===== src/ats_pkg.sv =====
// shared types and constants for the adaptive threshold sparsifier
// no dependencies
package ats_pkg;
   localparam int unsigned TENSOR_SLOTS_DEF = 16;
   localparam int unsigned MAX_ELEMENTS_DEF = 16777216;

   localparam logic [1:0] CSR_INIT_THR = 2'd0;
   localparam logic [1:0] CSR_DEC_FACT = 2'd1;
   localparam logic [1:0] CSR_INC_GAIN = 2'd2;

   localparam logic [31:0] INIT_THR_RST = 32'd167772;
   localparam logic [15:0] DEC_FACT_RST = 16'd64881;
   localparam logic [15:0] INC_GAIN_RST = 16'd655;

   localparam logic KIND_ELEMENT = 1'b0;
   localparam logic KIND_SUMMARY = 1'b1;

   typedef struct packed {
      logic [3:0]  tensor_slot;
      logic signed [31:0] sample_value;
      logic        final_element;
      logic [24:0] target_count;
      logic [24:0] capacity;
      logic [31:0] index_base;
   } req_word_type;

   typedef struct packed {
      logic        result_kind;
      logic [31:0] out_index;
      logic signed [31:0] out_value;
      logic [24:0] emitted_count;
      logic [31:0] updated_threshold;
      logic        run_end;
   } rsp_word_type;

   typedef enum logic [2:0] {
      ST_IDLE, ST_READ, ST_EVAL, ST_DIV, ST_MUL, ST_SUM, ST_SEND
   } state_type;

   // update unit sequencing and the kind of update it applies
   typedef enum logic [2:0] {
      U_IDLE, U_DIV, U_MULLO, U_MULHI, U_ADD, U_DONE
   } upd_state_type;

   typedef enum logic [1:0] {
      MODE_HOLD, MODE_DEC, MODE_INC
   } upd_mode_type;

   // request to the update unit
   typedef struct packed {
      logic        start;
      logic [31:0] thr;
      logic [24:0] count;
      logic [24:0] target;
      logic [31:0] maxm;
   } upd_req_type;

   typedef struct packed {
      logic        done;
      logic [31:0] thr;
   } upd_rsp_type;
endpackage


===== src/ats_if.sv =====
// valid/ready channel carrying one word
// depends on ats_pkg
interface ats_if #(parameter type word_type = logic) (input logic clock);
   logic     valid;
   logic     ready;
   word_type word;
   modport source (output valid, output word, input ready);
   modport sink (input valid, input word, output ready);
endinterface


===== src/ats_update.sv =====
// aimd threshold update: multiplicative decrease, or serial divide, then split multiply and saturating add
// depends on ats_pkg
module ats_update (
   input  logic clock,
   input  logic reset,
   input  logic [15:0] dec_fact,
   input  logic [15:0] inc_gain,
   input  ats_pkg::upd_req_type upd_req,
   output ats_pkg::upd_rsp_type upd_rsp
);
   import ats_pkg::*;

   upd_state_type st_ff, st_in;
   logic [40:0] rem_ff, rem_in;      // dividend shifting out / quotient shifting in
   logic [24:0] part_ff, part_in;    // partial remainder
   logic [5:0]  cnt_ff, cnt_in;
   logic [31:0] thr_ff, thr_in;
   logic [24:0] div_ff, div_in;
   logic [31:0] maxm_ff, maxm_in;
   logic [63:0] acc_ff, acc_in;
   upd_mode_type mode_ff, mode_in;
   logic [25:0] trial;
   logic [56:0] prod_lo;
   logic [56:0] prod_hi;

   always_ff @(posedge clock) begin
      if (reset) begin
         st_ff <= U_IDLE;
      end else begin
         st_ff <= st_in;
      end
      rem_ff <= rem_in; part_ff <= part_in; cnt_ff <= cnt_in;
      thr_ff <= thr_in; div_ff <= div_in; maxm_ff <= maxm_in;
      acc_ff <= acc_in; mode_ff <= mode_in;
   end

   always_comb begin
      st_in = st_ff; rem_in = rem_ff; part_in = part_ff; cnt_in = cnt_ff;
      thr_in = thr_ff; div_in = div_ff; maxm_in = maxm_ff; acc_in = acc_ff;
      mode_in = mode_ff;
      upd_rsp.done = 1'b0;
      upd_rsp.thr = thr_ff;
      trial = {part_ff, rem_ff[40]} - {1'b0, div_ff};
      prod_lo = 57'(rem_ff) * 57'(maxm_ff[15:0]);
      prod_hi = 57'(rem_ff) * 57'(maxm_ff[31:16]);
      unique case (st_ff)
         U_IDLE: begin
            if (upd_req.start) begin
               thr_in = upd_req.thr;
               maxm_in = upd_req.maxm;
               div_in = (upd_req.target == 25'd0) ? 25'd1 : upd_req.target;
               rem_in = 41'(inc_gain) * 41'(upd_req.count);
               part_in = '0;
               cnt_in = 6'd41;
               if (div_in > upd_req.count) begin
                  mode_in = MODE_DEC;
                  acc_in = 64'(upd_req.thr) * 64'(dec_fact);
                  st_in = U_ADD;
               end else if (div_in < upd_req.count) begin
                  mode_in = MODE_INC;
                  st_in = U_DIV;
               end else begin
                  mode_in = MODE_HOLD;
                  st_in = U_DONE;
               end
            end
         end
         U_DIV: begin
            // restoring division, one quotient bit a cycle
            if (!trial[25]) begin
               part_in = trial[24:0];
               rem_in = {rem_ff[39:0], 1'b1};
            end else begin
               part_in = {part_ff[23:0], rem_ff[40]};
               rem_in = {rem_ff[39:0], 1'b0};
            end
            cnt_in = cnt_ff - 6'd1;
            if (cnt_ff == 6'd1) st_in = U_MULLO;
         end
         U_MULLO: begin
            acc_in = 64'(prod_lo[56:16]);
            st_in = U_MULHI;
         end
         U_MULHI: begin
            acc_in = acc_ff + 64'(prod_hi);
            st_in = U_ADD;
         end
         U_ADD: begin
            if (mode_ff == MODE_DEC) begin
               thr_in = acc_ff[47:16];
            end else begin
               acc_in = acc_ff + 64'(thr_ff);
               thr_in = (acc_in[63:32] != '0) ? 32'hFFFF_FFFF : acc_in[31:0];
            end
            st_in = U_DONE;
         end
         U_DONE: begin
            upd_rsp.done = 1'b1;
            st_in = U_IDLE;
         end
         default: st_in = U_IDLE;
      endcase
   end
endmodule


===== src/ats_core.sv =====
// sequencer: slot table memory, per-tensor counters, result queue of two
// depends on ats_pkg, ats_update
module ats_core #(
   parameter int unsigned TENSOR_SLOTS = ats_pkg::TENSOR_SLOTS_DEF,
   parameter int unsigned MAX_ELEMENTS = ats_pkg::MAX_ELEMENTS_DEF
) (
   input  logic clock,
   input  logic reset,
   input  logic [31:0] init_thr,
   input  logic [15:0] dec_fact,
   input  logic [15:0] inc_gain,
   ats_if.sink   req,
   ats_if.source rsp
);
   import ats_pkg::*;

   localparam int SW = (TENSOR_SLOTS > 1) ? $clog2(TENSOR_SLOTS) : 1;
   localparam int PW = $clog2(MAX_ELEMENTS);

   logic [31:0] thr_mem [TENSOR_SLOTS];
   logic [31:0] rd_ff;
   logic [TENSOR_SLOTS-1:0] valid_ff, valid_in;
   state_type st_ff, st_in;
   req_word_type cur_ff, cur_in;
   logic [SW-1:0] slot;
   logic [PW-1:0] pos_ff, pos_in;
   logic [24:0] cnt_ff, cnt_in;
   logic [31:0] max_ff, max_in;
   rsp_word_type q_ff [2];
   rsp_word_type q_in [2];
   logic [1:0]  qn_ff, qn_in;
   logic        qh_ff, qh_in;
   logic        wr_en;
   logic [31:0] thr_use, mag;
   upd_req_type upd_req;
   upd_rsp_type upd_rsp;

   // slot field folded onto the table depth, a mux of constants
   always_comb begin
      slot = '0;
      for (int i = 0; i < 16; i++) begin
         if (cur_ff.tensor_slot == 4'(i)) slot = SW'(i % TENSOR_SLOTS);
      end
   end

   always_ff @(posedge clock) begin
      if (wr_en) thr_mem[slot] <= upd_rsp.thr;
      rd_ff <= thr_mem[slot];
   end

   always_ff @(posedge clock) begin
      if (reset) begin
         st_ff <= ST_IDLE; valid_ff <= '0; pos_ff <= '0; cnt_ff <= '0;
         max_ff <= '0; qn_ff <= '0; qh_ff <= 1'b0;
      end else begin
         st_ff <= st_in; valid_ff <= valid_in; pos_ff <= pos_in; cnt_ff <= cnt_in;
         max_ff <= max_in; qn_ff <= qn_in; qh_ff <= qh_in;
      end
      cur_ff <= cur_in;
      q_ff <= q_in;
   end

   ats_update u_update (
      .clock, .reset, .dec_fact, .inc_gain, .upd_req, .upd_rsp
   );

   assign rsp.valid = (qn_ff != 2'd0);
   assign rsp.word = q_ff[qh_ff];
   assign mag = cur_ff.sample_value[31] ? (~cur_ff.sample_value + 32'd1)
                                         : cur_ff.sample_value;
   assign thr_use = valid_ff[slot] ? rd_ff : init_thr;

   always_comb begin
      rsp_word_type w;
      st_in = st_ff; cur_in = cur_ff; valid_in = valid_ff; pos_in = pos_ff;
      cnt_in = cnt_ff; max_in = max_ff; q_in = q_ff; qn_in = qn_ff; qh_in = qh_ff;
      wr_en = 1'b0;
      req.ready = 1'b0;
      upd_req = '{start: 1'b0, thr: thr_use, count: cnt_ff,
                  target: cur_ff.target_count, maxm: max_ff};
      w = '0;
      if (rsp.valid && rsp.ready) begin
         qh_in = ~qh_ff;
         qn_in = qn_ff - 2'd1;
      end
      unique case (st_ff)
         ST_IDLE: begin
            // queue may still hold a word; two slots allow one more item
            req.ready = (qn_in != 2'd2);
            if (req.valid && req.ready) begin
               cur_in = req.word;
               st_in = ST_READ;
            end
         end
         ST_READ: st_in = ST_EVAL;
         ST_EVAL: begin
            if (mag > max_ff) max_in = mag;
            if (mag >= thr_use) begin
               if (cnt_ff < cur_ff.capacity) begin
                  w.result_kind = KIND_ELEMENT;
                  w.out_index = cur_ff.index_base + 32'(pos_ff);
                  w.out_value = cur_ff.sample_value;
                  w.run_end = ~cur_ff.final_element;
                  q_in[qh_in ^ qn_in[0]] = w;
                  qn_in = qn_in + 2'd1;
               end
               if (cnt_ff != 25'h1FF_FFFF) cnt_in = cnt_ff + 25'd1;
            end
            if (cur_ff.final_element) begin
               st_in = ST_DIV;
            end else begin
               pos_in = (32'(pos_ff) == MAX_ELEMENTS - 1) ? '0 : pos_ff + PW'(1);
               st_in = ST_IDLE;
            end
         end
         ST_DIV: begin
            upd_req.start = 1'b1;
            st_in = ST_MUL;
         end
         ST_MUL: begin
            if (upd_rsp.done) st_in = ST_SEND;
         end
         ST_SEND: begin
            if (qn_in != 2'd2) begin
               w.result_kind = KIND_SUMMARY;
               w.emitted_count = (cnt_ff < cur_ff.capacity) ? cnt_ff : cur_ff.capacity;
               w.updated_threshold = upd_rsp.thr;
               w.run_end = 1'b1;
               q_in[qh_in ^ qn_in[0]] = w;
               qn_in = qn_in + 2'd1;
               wr_en = 1'b1;
               valid_in[slot] = 1'b1;
               pos_in = '0; cnt_in = '0; max_in = '0;
               st_in = ST_IDLE;
            end
         end
         default: st_in = ST_IDLE;
      endcase
   end
endmodule


===== src/flat_wrapper.sv =====
// flat-port wrapper written by rule: the top's interface ports become plain ports
module ats_core_flat import ats_pkg::*;
#(
   parameter int unsigned TENSOR_SLOTS = ats_pkg::TENSOR_SLOTS_DEF,
   parameter int unsigned MAX_ELEMENTS = ats_pkg::MAX_ELEMENTS_DEF
)
  (clock, reset, init_thr, dec_fact, inc_gain, req_valid, req_word, req_ready, rsp_valid, rsp_word, rsp_ready);
  ats_if req_i (.clock(clock));
  ats_if rsp_i (.clock(clock));
  input  logic clock;
  input  logic reset;
  input  logic [31:0] init_thr;
  input  logic [15:0] dec_fact;
  input  logic [15:0] inc_gain;
  input wire logic [$bits(req_i.valid)-1:0] req_valid;
  input wire logic [$bits(req_i.word)-1:0] req_word;
  output wire logic [$bits(req_i.ready)-1:0] req_ready;
  output wire logic [$bits(rsp_i.valid)-1:0] rsp_valid;
  output wire logic [$bits(rsp_i.word)-1:0] rsp_word;
  input wire logic [$bits(rsp_i.ready)-1:0] rsp_ready;
  assign req_i.valid = req_valid;
  assign req_i.word = req_word;
  assign req_ready = req_i.ready;
  assign rsp_valid = rsp_i.valid;
  assign rsp_word = rsp_i.word;
  assign rsp_i.ready = rsp_ready;
  ats_core #(.TENSOR_SLOTS(TENSOR_SLOTS), .MAX_ELEMENTS(MAX_ELEMENTS)) u_core (.clock(clock), .reset(reset), .init_thr(init_thr), .dec_fact(dec_fact), .inc_gain(inc_gain), .req(req_i), .rsp(rsp_i));
endmodule

===== config.mk =====
export PLATFORM = sky130hd
export DESIGN_NAME = ats_core_flat
export DESIGN_NICKNAME = d
export VERILOG_FILES = /design/src/ats_pkg.sv /design/src/ats_if.sv /design/src/ats_update.sv /design/src/ats_core.sv /design/src/flat_wrapper.sv
export SDC_FILE = /design/constraint.sdc
export NUM_CORES = 2
export LEC_CHECK = 0
export CAP_MARGIN = 0
export CORE_UTILIZATION = 40
export DETAILED_ROUTE_END_ITERATION = 8
export DONT_BUFFER_PORTS = 1
export GPL_TIMING_DRIVEN = 0
export SLEW_MARGIN = 30
export SYNTH_ARGS = -nofsm -noshare
export SYNTH_HDL_FRONTEND = slang
export SYNTH_SLANG_ARGS = --single-unit

===== constraint.sdc =====
create_clock -name clock -period 10.3 [get_ports clock]
set_input_delay 2.06 -clock clock [delete_from_list [all_inputs] [get_ports clock]]
set_output_delay 2.06 -clock clock [all_outputs]
set_load 0.005 [all_outputs]

Word level (Yosys, flattened, before mapping). Memories as Yosys holds them, arrays and structs flattened. A register that Yosys moved wholly into a read port is not among the register bits. Cells that the tools add are included.

$mul: 4. Reduce and logical (&&, ||, !) cells: 23. Magnitude comparators: 8. Bitwise logic cells: 4. Eq/ne operators: 26. Mux-type cells: 62. Add/subtract/negate cells: 9.

Operators with widths (number): $mux W246 (3); $bwmux W246 (2); $pmux W246 S2 (1); $pmux W64 S4 (1); $mux W32 (6); $mux W64 (3); $mux W25 (6); $pmux W32 S2 (2); $demux W123 S1 (1); $mux W123 (1); $mul A41 B16 Y57 (2); $pmux W25 S2 (2); $pmux W41 S2 (1); $add A64 B32 Y64 (1); $add A64 B57 Y64 (1); $mul A32 B16 Y48 (1); $mux W24 (2); $pmux W24 S2 (1); $mul A16 B25 Y41 (1); $mux W41 (1); $ge A1 B32 Y1 const A (1); $gt A1 B32 Y1 const A (1); $reduce_bool A32 Y1 (1); $pmux W3 S5 (2); 37 further kinds (92).

Bits in writable memories: 512. Register bits: 540. Word-level logic and storage cells: 165. Memories: 1. Bits of input ports: 69. Output and inout bits: 3.

Memory list: u_core.thr_mem (depth 16, bits a word 32, rd ports 1, clocked after memory_dff 1, wr ports 1, line ats_core.sv:20) `logic [31:0] thr_mem [TENSOR_SLOTS];`.

Depth between registers and ports, before layout.
Depth in word-level cells: 13. Gate-level depth with buffers: 29. Mapped depth without buffers: 25.

Hierarchy. From an unflattened synthesis, not the netlist that was laid out.

Cells, all modules: 10083. Area, all modules: 89012.9 µm².

Modules (own cells, without submodules): ats_update (cells an instance 9737, times used 1, area each 84992.8 µm², sequential area each 6876.6 µm²); ats_core (cells an instance 346, times used 1, area each 4020.1 µm², sequential area each 2222.1 µm²).

Least setup slack after synthesis. No wires, ideal clock.

Path kind: input port to flip-flop. From: input port init_thr[3]. To: register u_core.u_update.acc_ff[46] (data pin). Arrival: 8418 ps. Slack: 1621 ps. Stages on the path: 25. Required time: 10039 ps. Setup time: 261 ps. Path buffers: 2. Cell sequence: mux2_2 clkbuf_1 and2_1 fa_1 inv_1 fa_1 inv_1 fa_1 fa_1 fa_1 inv_1 fa_1 inv_1 ha_1 clkbuf_1 and3_1 o21ai_1 a211o_1 o211ai_1 o2111a_1 nor2_1 o31a_1 o31a_1 a31o_1 a311o_1.

Cells in the longest elaborated chain, start to end: 5.

Ends and longest elaborated chain: start: declaration (line flat_wrapper.sv:12) `input logic [31:0] init_thr;`; $mux W32 (line ats_core.sv:71) `assign thr_use = valid_ff[slot] ? rd_ff : init_thr;`; $mul A32 B16 Y48 (line ats_update.sv:57) `acc_in = 64'(upd_req.thr) * 64'(dec_fact);`; $mux W64 (line ats_update.sv:55) `if (div_in > upd_req.count) begin`; $mux W64 (line ats_update.sv:48) `if (upd_req.start) begin`; $pmux W64 S4 (line ats_update.sv:46) `unique case (st_ff)`; named net u_core.u_update.acc_in[46] (line ats_update.sv:20) `logic [63:0] acc_ff, acc_in;`; end signal: assignment (line ats_update.sv:34) `acc_ff <= acc_in; mode_ff <= mode_in;`; end: declaration (line ats_update.sv:20).

The timed path passes the listed nets, and every way through them passes these cells. The select of a mux whose other input is x is not followed. A chain may end at the register's enable or synchronous reset.

Final worst setup path.
From: register u_core.valid_ff[0]. To: register u_core.u_update.acc_ff[45] (data pin).

Cells in the longest elaborated chain, start to end: 5.

Ends and longest elaborated chain: start: declaration (line ats_core.sv:22) `logic [TENSOR_SLOTS-1:0] valid_ff, valid_in;`; start signal: assignment (line ats_core.sv:56) `st_ff <= st_in; valid_ff <= valid_in; pos_ff <= pos_in; cnt_ff <= cnt_in;`; $mux W32 (line ats_core.sv:71); $mul A32 B16 Y48 (line ats_update.sv:57); $mux W64 (line ats_update.sv:55); $mux W64 (line ats_update.sv:48); $pmux W64 S4 (line ats_update.sv:46); named net u_core.u_update.acc_in[45] (line ats_update.sv:20).

The timed path passes the listed nets, and every way through them passes these cells. The select of a mux whose other input is x is not followed.

==> metrics.txt <==
vias=24042; final hold slack=341 ps; Critical Path RT=10550 ps; vias in the first global route=23991; Design Area, Final=31000 um^2; R2R cell count=27; PortBufs=0; reg-to-reg critical path startpoint=u_core.valid_ff[0]$_SDFFE_PP0P_; dpl cell area=30200 um^2; CTS tree=built; top_reg_cell synth=edfxtp_1; synthesized cell area=28900 um^2; Synth cell types=89; synthesized instance count=3270; status=complete, no violations; number of synthesized flops with an enable pin=136; first-pass GRT wire length=152 mm; TritonCTS Buffers=22; initial antenna violation count=19; Final Cycle Share=0.951; critical hold path startpoint=u_core.thr_mem[0][22]$_DFFE_PP_; slew at the pin closest to its max-slew limit=919 ps; core region area=71500 um^2; DRT Pass-1 Iters=7; post-synth net total=3916; YS warnings=0; Detail Placement HPWL=81.4 mm; largest net degree at the start of global routing=25; antenna-violating nets left=0; synthesized flop and latch total=202; Worst Path Max Fanout=10; max-slew violations=0; # H-tree levels=1; clk buf depth=3; r2r endpoint=u_core.u_update.acc_ff[45]$_DFFE_PP_; clock slew at reported path FFs=70 ps; top cells by area, synth=fa_1 29%, edfxtp_1 14%, ha_1 6.8%, inv_1 6.5%, nand2_1 5.9%; layout cell share with drive strength beyond 1=0.0489; cell with the most instances after synthesis=inv_1; Tot GR Track Use=0.275; Fmax=102 MHz; CTS sink count=202; Setup Skew=58.6 ps; GRT Residual Overflow=0; final core area utilization=0.434; Synth async-reset ratio=0; r2r setup slk=500 ps; DR WL/cell=23.4 um; hold path cells=0; Die Area=73300 um^2; Die X=271 um; Die H=271 um; Seq/Total Area, Yosys=0.187; critical path class=reg2reg; WP data arrival=10050 ps; Skew-Pair Late Insertion Delay=580 ps; Worst Hold Class=reg2reg; # IOs=72; Hold Vio Cnt, Final=0; Mapped Avg Cell Area=8.83 um^2; # rows=98; top cell type's share of synthesized area=0.291; Root Driver=clkbuf_16; Nets=3946; cts repair resizes=1; final worst path period need=9800 ps; Layout area overhead=7.48%; RSZ-0062 raised after global routing=no; cell taking the most area after synthesis=fa_1; drt drc=0; setup TNS=0 ps; crit end category=flip-flop; routed wire length=99.9 mm; post-cts hold buffer count=0; synth cell count leaders=500 x inv_1, 451 x nand2_1, 419 x fa_1; # setup viols final=0; Worst Hold End=u_core.rd_ff[22]$_DFF_P_; relative slew slack=0.387; Max Cap Violations=0; GPL Wtd Cong=0.971; Post-CTS Setup Inserts=0; CP Launch Type=flip-flop; Initial Utilization=0.404; Via density=5.62; drt initial violations=2438
cell type report:
type	count	area [um^2]
flip-flops and latches	202	5410
repair buffers	6	128
plain buffers	184	778
multi-input cells	2384	20800
inverters	500	1880
clock inverters	11	171
clock buffers	29	618
diodes	10	25.0
fillers	7111	40500
well taps	950	1190
metrics by stage:
step / setup WS [ps] / std cells
final: 501 / 4276
after floorplan: 1620 / 3270
after global routing: 96.2 / 4270
after global placement: 4.50 / 4220
after detailed placement: 22.5 / 4226
after CTS: 245 / 4266
sequential cells by signal, summed over array words and instances, names as in the netlist:
register and flops:
u_core.cnt_ff 25, u_core.rd_ff 32, u_core.u_update.st_ff 3, u_core.qn_ff 2
u_core.u_update.thr_ff 32, u_core.thr_mem 32, u_core.u_update.mode_ff 2, u_core.st_ff 3
u_core.valid_ff 1, u_core.u_update.acc_ff 64, u_core.u_update.cnt_ff 6
cells in the final DEF (no fill, tap or decap), types with 10 or more instances in the layout:
| cell | Yosys | routed |
|---|---|---|
| a211oi_1 | 21 | 21 |
| a21o_1 | 38 | 38 |
| a21oi_1 | 129 | 129 |
| a21oi_2 | 20 | 20 |
| a221oi_1 | 17 | 17 |
| a22oi_1 | 15 | 15 |
| a31oi_1 | 37 | 37 |
| and2_1 | 222 | 222 |
| and3_1 | 18 | 18 |
| buf_4 | 12 | 12 |
| clkbuf_1 | 155 | 157 |
| clkbuf_16 | 0 | 23 |
| dfxtp_1 | 66 | 66 |
| diode_2 | 0 | 10 |
| edfxtp_1 | 136 | 136 |
| fa_1 | 419 | 419 |
| ha_1 | 158 | 158 |
| inv_1 | 500 | 500 |
| mux2_2 | 33 | 33 |
| nand2_1 | 451 | 450 |
| nand2b_1 | 12 | 12 |
| nand3_1 | 56 | 56 |
| nand4_1 | 37 | 37 |
| nor2_1 | 137 | 136 |
| nor3_1 | 42 | 42 |
| nor4_1 | 26 | 26 |
| o211ai_1 | 13 | 13 |
| o21ai_0 | 147 | 147 |
| o21bai_1 | 12 | 12 |
| or3_1 | 49 | 49 |
| xnor2_1 | 66 | 66 |
| xor2_1 | 41 | 41 |
cell families (layout without fill, tap and decap cells):
logic type / after synthesis / count (layout) / share of synthesized area
multiplexers: 38 / 38 / 0.0146
XOR/XNOR: 107 / 107 / 0.0325
other: 1 / 11 / 0.000130
AND/OR/NAND/NOR: 1115 / 1115 / 0.192
flip-flops: 202 / 202 / 0.187
buffers and inverters: 684 / 730 / 0.0918
adder cells (fa/ha/maj): 577 / 577 / 0.359
AO/OA/AOI/OAI: 546 / 546 / 0.123
critical path, stage by stage (launching register included):
cell and delay, ps:
dfxtp_1 350, clkbuf_2 390, clkbuf_1 530, clkbuf_2 430, mux2_2 450, clkbuf_1 620
nand2_1 220, fa_1 580, inv_1 50, fa_1 510, fa_1 450, fa_1 570
fa_1 550, inv_1 60, fa_1 530, inv_1 40, ha_1 260, clkbuf_1 380
o211ai_1 150, o21ai_0 300, a21oi_1 130, a32oi_1 660, a21oi_1 190, a31oi_1 430
a21o_1 180, a21oi_1 80, xor2_1 200, o221ai_1 140
how the worst max path moves through the flow:
stage                                                from  cells past startpoint                              endpoint  slack (ps)
after CTS                 u_core.valid_ff[0]$_SDFFE_PP0P_                     27  u_core.u_update.acc_ff[45]$_DFFE_PP_         240
final                     u_core.valid_ff[0]$_SDFFE_PP0P_                     27  u_core.u_update.acc_ff[45]$_DFFE_PP_         500
after global placement    u_core.valid_ff[0]$_SDFFE_PP0P_                     27  u_core.u_update.acc_ff[45]$_DFFE_PP_           5
after detailed placement  u_core.valid_ff[0]$_SDFFE_PP0P_                     27  u_core.u_update.acc_ff[45]$_DFFE_PP_          20
after global routing      u_core.valid_ff[0]$_SDFFE_PP0P_                     27  u_core.u_update.acc_ff[45]$_DFFE_PP_         100
after floorplan                               init_thr[3]                     25  u_core.u_update.acc_ff[46]$_DFFE_PP_        1620
layer usage:
layer / vias to the layer above / track usage / part of all wire
li1: 10775 / - / -
met1: 11920 / 0.370 / 0.41
met2: 1125 / 0.442 / 0.46
met3: 204 / 0.0427 / 0.085
met4: 18 / 0.108 / 0.042
met5: - / 0 / 0.00089
Power is left out: the tool's default activity adds up to more than one toggle a clock period on the data nets, which glitch-free logic cannot reach.
